==> src/rtl/core/thkt_pkg.sv <==
// package for the two-key hash table: default sizes, opcodes, status codes
// and controller states; no dependencies
`timescale 1ns / 1ps

package thkt_pkg;

    localparam int THKT_FIRST_BUCKETS  = 16;
    localparam int THKT_SECOND_BUCKETS = 64;
    localparam int THKT_BUCKET_WAYS    = 4;
    localparam int THKT_HANDLE_BITS    = 16;

    localparam int THKT_KEY_W      = 31;
    localparam int THKT_ITEM_HANDLE_W = 16;

    typedef enum logic [1:0] {
        OP_ADD    = 2'd0,
        OP_FIND   = 2'd1,
        OP_REMOVE = 2'd2,
        OP_CLEAR  = 2'd3
    } t_opcode;

    typedef enum logic [1:0] {
        STS_OK        = 2'd0,
        STS_NOT_FOUND = 2'd1,
        STS_FULL      = 2'd2
    } t_status;

    typedef enum logic [2:0] {
        S_INIT,
        S_IDLE,
        S_HASH,
        S_FILL,
        S_EXEC,
        S_SCAN,
        S_SHIFT,
        S_RESP
    } t_state;

    // address width for a count of v, at least one bit
    function automatic int thkt_width(input int v);
        return (v > 1) ? $clog2(v) : 1;
    endfunction

endpackage

==> src/rtl/core/thkt_bucket_hash.sv <==
// bucket index pipeline: (client mod FIRST) * SECOND + (creator mod SECOND)
// mod by constant through reciprocal multiply; depends on thkt_pkg
`timescale 1ns / 1ps

module thkt_bucket_hash
    import thkt_pkg::*;
#(
    parameter int FIRST_BUCKETS  = THKT_FIRST_BUCKETS,
    parameter int SECOND_BUCKETS = THKT_SECOND_BUCKETS,
    localparam int BK_W = thkt_width(FIRST_BUCKETS * SECOND_BUCKETS)
) (
    input  logic                  i_clk,
    input  logic                  i_rst_n,
    input  logic                  i_start,
    input  logic [THKT_KEY_W-1:0] i_client_id,
    input  logic [THKT_KEY_W-1:0] i_creator_id,
    output logic                  o_done,
    output logic [BK_W-1:0]       o_bucket
);

    localparam int FA_W = thkt_width(FIRST_BUCKETS);
    localparam int SB_W = thkt_width(SECOND_BUCKETS);
    localparam int PR_W = 2 * THKT_KEY_W + 1;

    // reciprocal ceil(2^s / m) with s = key bits + ceil(log2 m) is exact for all keys
    localparam int FA_S = THKT_KEY_W + $clog2(FIRST_BUCKETS);
    localparam int SB_S = THKT_KEY_W + $clog2(SECOND_BUCKETS);
    localparam longint unsigned FA_R =
        ((64'd1 << FA_S) + 64'(FIRST_BUCKETS) - 64'd1) / 64'(FIRST_BUCKETS);
    localparam longint unsigned SB_R =
        ((64'd1 << SB_S) + 64'(SECOND_BUCKETS) - 64'd1) / 64'(SECOND_BUCKETS);
    localparam logic [31:0] FA_RV = FA_R[31:0];
    localparam logic [31:0] SB_RV = SB_R[31:0];

    logic [2:0]            r_vld;
    logic [THKT_KEY_W-1:0] r_cli;
    logic [THKT_KEY_W-1:0] r_cre;
    logic [PR_W-1:0]       r_prod_a;
    logic [PR_W-1:0]       r_prod_b;
    logic [FA_W-1:0]       r_rem_a;
    logic [SB_W-1:0]       r_rem_b;
    logic [BK_W-1:0]       r_bucket;

    logic [THKT_KEY_W-1:0] w_qa;
    logic [THKT_KEY_W-1:0] w_qb;
    logic [FA_W-1:0]       n_rem_a;
    logic [SB_W-1:0]       n_rem_b;
    logic [BK_W-1:0]       n_bucket;

    assign w_qa = THKT_KEY_W'(r_prod_a >> FA_S);
    assign w_qb = THKT_KEY_W'(r_prod_b >> SB_S);

    // remainder is below the modulus, so the low bits of x - q*m are enough
    assign n_rem_a = r_cli[FA_W-1:0] - FA_W'(w_qa[FA_W-1:0] * FA_W'(FIRST_BUCKETS));
    assign n_rem_b = r_cre[SB_W-1:0] - SB_W'(w_qb[SB_W-1:0] * SB_W'(SECOND_BUCKETS));

    assign n_bucket = BK_W'(BK_W'(r_rem_a) * BK_W'(SECOND_BUCKETS)) + BK_W'(r_rem_b);

    always_ff @(posedge i_clk) begin
        if (!i_rst_n) begin
            r_vld <= '0;
        end else begin
            r_vld <= {r_vld[1:0], i_start};
        end
    end

    always_ff @(posedge i_clk) begin
        if (i_start) begin
            r_cli    <= i_client_id;
            r_cre    <= i_creator_id;
            r_prod_a <= PR_W'(i_client_id) * PR_W'(FA_RV);
            r_prod_b <= PR_W'(i_creator_id) * PR_W'(SB_RV);
        end
        if (r_vld[0]) begin
            r_rem_a <= n_rem_a;
            r_rem_b <= n_rem_b;
        end
        if (r_vld[1]) begin
            r_bucket <= n_bucket;
        end
    end

    assign o_done   = r_vld[2];
    assign o_bucket = r_bucket;

endmodule
==> config.mk <==
export PLATFORM = sky130hd
export DESIGN_NAME = thkt_bucket_hash
export DESIGN_NICKNAME = d
export VERILOG_FILES = /design/src/rtl/core/thkt_pkg.sv /design/src/rtl/core/thkt_bucket_hash.sv
export SDC_FILE = /design/constraint.sdc
export NUM_CORES = 1
export LEC_CHECK = 0
export BUFFER_PORTS_ARGS = -buffer_cell sky130_fd_sc_hd__buf_2
export CAP_MARGIN = 20
export CELL_PAD_IN_SITES_DETAIL_PLACEMENT = 1
export CELL_PAD_IN_SITES_GLOBAL_PLACEMENT = 1
export CORE_AREA = 2 2 60 62
export CTS_CLUSTER_DIAMETER = 200
export DETAILED_ROUTE_END_ITERATION = 16
export DIE_AREA = 0 0 62 64
export PLACE_DENSITY = 0.8
export REMOVE_ABC_BUFFERS = 1
export SLEW_MARGIN = 20
export SYNTH_ARGS = -nofsm -noshare
export SYNTH_HDL_FRONTEND = slang
export SYNTH_SLANG_ARGS = --single-unit
==> constraint.sdc <==
create_clock -name i_clk -period 2.6 [get_ports i_clk]
set_clock_uncertainty 0.2 [all_clocks]
set_input_delay 0.52 -clock i_clk [delete_from_list [all_inputs] [get_ports i_clk]]
set_output_delay 0.52 -clock i_clk [all_outputs]
set_load 0.02 [all_outputs]
==> metrics.md, run 1 <==
| Metric | Value |
|---|---|
| Die Width | `62 um` |
| Starting density of the core | `29.83%` |
| Post-CTS Resized | `0` |
| CTS tree | `done` |
| Critical path, cell by cell | `buf_2` |
| Pin count of the biggest net entering global routing | `12` |
| Routed WL per cell | `11.99 um` |
| CP Buf/Inv Count | `1` |
| Cts hold-fix bufs | `0` |
| Worst Hold Class | `in -> reg` |
| Post-Synthesis Cells | `36` |
| Gr usage total | `8.024%` |
| Area grow syn2layout | `22.22%` |
| Clock Sinks | `33` |
| Die height | `64 um` |
| Crit path arrival time | `0.87 ns` |
| Root Buffer | `clkbuf_4` |
| I/O Buffers | `23` |
| # rows | `21` |
| Seq cells post-synth | `33` |
| Setup bufs post-CTS | `0` |
| Ant. Diodes | `0` |
| Status | `complete, no violations` |
| Max-slew violations | `0` |
| Final Hold Fails | `0` |
| Core ar. | `0.003284 mm2` |
| CP Capture Type | `primary output` |
| Critical path's largest stage delay | `0.38 ns` |
| Period Utilization, post-route | `61.09%` |
| Slew @ Worst Pin | `0.4169 ns` |
| Seq/Total Area, Yosys | `98.08%` |
| # DRC | `0` |
| CP startpoint kind | `flop` |
| Fillers | `339` |
| Nets | `131` |
| Worst Path Max Fanout | `1` |
| WS Path Type | `reg -> out` |
| Share of cells above drive strength 1 | `42.42%` |
| Fin worst setup slack | `1.012 ns` |
| Power per Cell Area | `737.8 mW/mm2` |
| H-tree lvl count | `2` |
| Routability Congestion | `0.6548` |
| Clk_lat worst skew | `0.31 ns` |
| Min cycle time layout | `1.588 ns` |
| Initial antenna violation count | `0` |
| CTS clk-pin slew, worst paths | `0.09 ns` |
| Setup Viol. Count Final | `0` |
| I/O Pins | `76` |
| Crit Reg-Reg Startpoint | `r_vld[1]` |
| RSZ-0062 raised after global routing | `false` |
| Unique masters post-synth | `3` |
| Most frequent cells in the layout | `30 x edfxtp_1, 23 x buf_2, 5 x clkbuf_4, 3 x and2_1, 3 x dfxtp_1` |
| # Max-Cap Violations | `0` |
| Via density | `3.777` |
| Via count | `423` |
| Leakage power total | `0.4344 nW` |
| Vias in the first global route | `427` |
| CP delay by family, top | `flip-flops` |
| Final TNS setup | `0 ns` |
| Commonest non-fill, non-tap cell in the layout | `edfxtp_1` |
| Antenna-violating nets left | `0` |
| Overall Power | `0.8834 mW` |
| Hold path startpoint | `i_creator_id[2]` |
| Worst setup path start | `o_bucket[8]` |
| Die ar. | `0.003968 mm2` |
| Mapped cell area | `979.7 um2` |
| Slowest CP cell | `edfxtp_1` |
| Mean Syn Cell Area | `27.21 um2` |
| Worst hold slack | `0.1745 ns` |
| Pre-CTS setup slack | `1.313 ns` |
| First-pass DRT Iterations | `2` |
| Slew HR | `72.17%` |
| CP required | `1.88 ns` |
| CTS Buf Count | `5` |
| Synth warn | `0` |
| Maximum vdd ir drop | `0.1449 mV` |
| First-pass GRT wire length | `2035 um` |
| DR iter-0 viols | `5` |
| Total wire length | `1343 um` |
| Grt total ovfl | `0` |
| Clock buffer depth | `2` |
| Maximum clock frequency | `0.6296 GHz` |
## cell usage after synthesis
master / n / area share (%)
dfxtp_1: 3 / 6.1
edfxtp_1: 30 / 92
and2_1: 3 / 1.9
## metal layers
layer | vias to the layer above | global-route usage, % | routed length, um
met5 | - | 0 | 0
met4 | 0 | 4.787 | 36
met3 | 4 | 5.668 | 125
met2 | 19 | 13.54 | 749
met1 | 203 | 6.233 | 433
li1 | 197 | - | -
## power breakdown
| group | internal, mW | switching, mW | total, mW |
|---|---|---|---|
| sequential | 0.612 | 0.0119 | 0.623 |
| clock | 0.0980 | 0.145 | 0.243 |
| combinational | 0.00829 | 0.00882 | 0.0171 |
## sequential cells by signal (all words and copies together) (netlist names)
register	cells
o_bucket	10
r_cre	6
r_rem_b	6
r_cli	4
r_rem_a	4
r_vld	3
## cell type report
cell class / count / area (um2) / area share (%)
timing repair buffer: 23 / 115.1 / 9.613
tap: 46 / 57.56 / 4.807
multi-input combinational: 3 / 18.77 / 1.567
clock inverter: 1 / 3.754 / 0.3135
clock buffer: 6 / 41.29 / 3.448
sequential: 33 / 960.9 / 80.25
## through the flow
stage | cell area [um2] | utilization [%] | cells
after floorplan | 979.7 | - | 36
after global placement | 1152 | 35.09 | 105
after detailed placement | 1152 | 35.09 | 105
after CTS | 1197 | 36.46 | 112
after global routing | 1197 | 36.46 | 112
final | 1197 | 36.46 | 112
## kinds of logic (layout without fill, tap and decap cells)
logic type,count (synthesis),in the layout,share of synthesized area [%]
flops,33,33,98.08
simple gates,3,3,1.916
buf+inv,0,30,0
## final timing paths
| path | to | cells past startpoint | slack (ns) |
|---|---|---|---|
| setup reg to reg | o_bucket[0] | 0 | 1.48 |
| hold reg to reg | o_bucket[1] | 0 | 0.22 |
| hold / removal | r_cre[2] | 1 | 0.17 |
| setup / recovery | o_bucket[8] | 1 | 1.01 |
Power figures use the tool's default switching activity.
==> run 2: changes to the inputs <==
--- a/config.mk
+++ b/config.mk
@@ -9,11 +9,11 @@
 export CAP_MARGIN = 20
 export CELL_PAD_IN_SITES_DETAIL_PLACEMENT = 1
 export CELL_PAD_IN_SITES_GLOBAL_PLACEMENT = 1
-export CORE_AREA = 2 2 60 62
+export CORE_AREA = 2 2 62 64
 export CTS_CLUSTER_DIAMETER = 200
 export DETAILED_ROUTE_END_ITERATION = 16
-export DIE_AREA = 0 0 62 64
-export PLACE_DENSITY = 0.8
+export DIE_AREA = 0 0 64 66
+export PLACE_DENSITY = 0.75
 export REMOVE_ABC_BUFFERS = 1
 export SLEW_MARGIN = 20
 export SYNTH_ARGS = -nofsm -noshare
==> constraint.sdc (replaced) <==
create_clock -name i_clk -period 1.5 [get_ports i_clk]
set_clock_uncertainty 0.2 [all_clocks]
set_input_delay 0.3 -clock i_clk [delete_from_list [all_inputs] [get_ports i_clk]]
set_output_delay 0.3 -clock i_clk [all_outputs]
set_load 0.02 [all_outputs]
==> metrics.md, run 2 (synthesis results as in run 1) <==
| Metric | Value |
|---|---|
| Clock buffer depth | `2 (unchanged)` |
| CTS clk-pin slew, worst paths | `0.09 ns (about the same)` |
| Net Sw Frac | `19.17% (+0.44 points)` |
| Min cycle time layout | `1.356 ns` |
| Final Hold Fails | `0 (unchanged)` |
| Core Util, Final | `37.03% (+0.58 points)` |
| Final TNS setup | `0 ns (unchanged)` |
| Gate power share | `3.3% (+1.4 points)` |
| Max-slew violations | `0 (unchanged)` |
| First-pass GRT wire length | `2076 um (+2.0%)` |
| Core ar. | `0.003551 mm2 (+8.1%)` |
| Crit Reg-Reg Startpoint | `r_vld[1]` |
| CTS tree | `done` |
| Area taken by multi-input logic gates | `18.77 um2 (unchanged)` |
| R2r endpoint | `o_bucket[0]` |
| Post-CTS Resized | `0 (unchanged)` |
| FF+latch area | `960.9 um2 (unchanged)` |
| Hold Path Depth | `1 (unchanged)` |
| First-pass DRT Iterations | `2 (unchanged)` |
| Slew @ Worst Pin | `0.4252 ns (+0.008379 ns)` |
| Starting density of the core | `27.59% (-2.2 points)` |
| Routability Congestion | `0.6212 (-5.1%)` |
| DR iter-0 viols | `8 (+3)` |
| Setup bufs post-CTS | `0 (unchanged)` |
| Setup Viol. Count Final | `0 (unchanged)` |
| Gr usage total | `7.111% (-0.91 points)` |
| Critical path's largest stage delay | `0.38 ns (about the same)` |
| Critical path, cell by cell | `buf_2` |
| WS Path Type | `reg -> out` |
| Die Width | `64 um (+3.2%)` |
| Via count | `462 (+9.2%)` |
| H-tree lvl count | `2 (unchanged)` |
| Via density | `3.667 (-2.9%)` |
| CP required | `1.00 ns (-0.88 ns)` |
| Slowest CP cell | `edfxtp_1` |
| Hold path startpoint | `i_start` |
| Pin count of the biggest net entering global routing | `12 (unchanged)` |
| Worst Path Max Fanout | `1 (unchanged)` |
| CP startpoint kind | `flop` |
| Cts hold-fix bufs | `11 (+11)` |
| Reg2Reg Depth | `0 (unchanged)` |
| CP Buf/Inv Count | `1 (unchanged)` |
| Period Utilization, post-route | `90.39%` |
| Die height | `66 um (+3.1%)` |
| Total wire length | `1252 um (-6.8%)` |
| Ant. Diodes | `0 (unchanged)` |
| Leakage power total | `0.4846 nW (+12%)` |
| Vias in the first global route | `499 (+17%)` |
| Most frequent cells in the layout | `30 x edfxtp_1, 23 x buf_2, 11 x dlygate4sd3_1, 5 x clkbuf_4` |
| Share of cells above drive strength 1 | `37.18% (-5.2 points)` |
| Commonest non-fill, non-tap cell in the layout | `edfxtp_1` |
| Slew HR | `71.61% (-0.56 points)` |
| Nets | `142 (+8.4%)` |
| CTS Buf Count | `5 (unchanged)` |
| Hold Path Sink | `r_cli[2]` |
| Routed WL per cell | `9.937 um (-17%)` |
| Antenna-violating nets left | `0 (unchanged)` |
| Worst Hold Class | `in -> reg` |
| Crit path arrival time | `0.86 ns (about the same)` |
| CP Capture Type | `primary output` |
| Initial antenna violation count | `0 (unchanged)` |
| Worst reg-to-reg setup slack | `0.37 ns (-1.11 ns)` |
| # Max-Cap Violations | `0 (unchanged)` |
| RSZ-0062 raised after global routing | `false` |
| Pint | `1.262 mW (+76%)` |
| I/O Buffers | `23 (unchanged)` |
| Maximum clock frequency | `0.7375 GHz` |
| Root Buffer | `clkbuf_4` |
| CP delay by family, top | `flip-flops` |
| Max reg flops | `10 (unchanged)` |
| Power per Cell Area | `1187 mW/mm2 (+61%)` |
| Fillers | `353 (+4.1%)` |
| Die ar. | `0.004224 mm2 (+6.5%)` |
| Clock Sinks | `33 (unchanged)` |
| Clk_lat worst skew | `0.32 ns (about the same)` |
| Status | `complete, no violations` |
| Area grow syn2layout | `34.23%` |
| Maximum vdd ir drop | `0.5504 mV (+280%)` |
| # rows | `22 (+4.8%)` |
| # DRC | `0 (unchanged)` |
| Clock power share | `27.6% (about the same)` |
| I/O Pins | `76 (unchanged)` |
| Grt total ovfl | `0 (unchanged)` |
| Flop pwr share | `69.1% (-1.5 points)` |
| Net switching power | `0.2994 mW (+81%)` |
run 2: worst max-delay path by stage:
stage	from	to	cells past startpoint
after floorplan	r_vld[1]	o_bucket[0]	0
after global placement	r_vld[1]	o_bucket[5]	0
after detailed placement	r_vld[1]	o_bucket[4]	0
after CTS	o_bucket[5]	o_bucket[5]	1
after global routing	o_bucket[8]	o_bucket[8]	1
final	o_bucket[9]	o_bucket[9]	1
run 2: metal layers:
layer / track usage, % / up-vias / part of all wire [%]
li1: - / 221 / -
met1: 5.414 / 217 / 35
met2: 13.15 / 20 / 58
met3: 3.066 / 4 / 5.0
met4: 6.522 / 0 / 1.8
met5: 0 / - / 0
run 2: power by group through the flow:
stage,clock (mW),sequential (mW),combinational (mW)
floorplan,0,1.10,0.00191
global placement,0,1.10,0.0276
CTS,0.461,1.08,0.0509
finish,0.431,1.08,0.0514
global route,0.492,1.08,0.0574
detailed placement,0,1.10,0.0297
run 2: area by class of cell:
| type | instances | area share [%] |
|---|---|---|
| Sequential cell | 33 | 73.07 |
| Timing Repair Buffer | 34 | 17.13 |
| Tap cell | 48 | 4.567 |
| Clock buffer | 5 | 2.854 |
| Multi-Input combinational cell | 3 | 1.427 |
| Clock inverter | 3 | 0.9515 |
run 2: metrics by stage:
stage / total power, mW / instances / setup WS [ns] / instance area [um2] / hold WS, ns
CTS: 1.593 / 126 / 0.1024 / 1315 / 0.1240
global route: 1.634 / 126 / 0.07942 / 1315 / 0.1371
finish: 1.561 / 126 / 0.1441 / 1315 / 0.1449
global placement: 1.124 / 107 / 0.3968 / 1155 / 0.2032
detailed placement: 1.131 / 107 / 0.3680 / 1155 / 0.2063
floorplan: 1.101 / 36 / 0.4613 / 979.7 / 0.1989
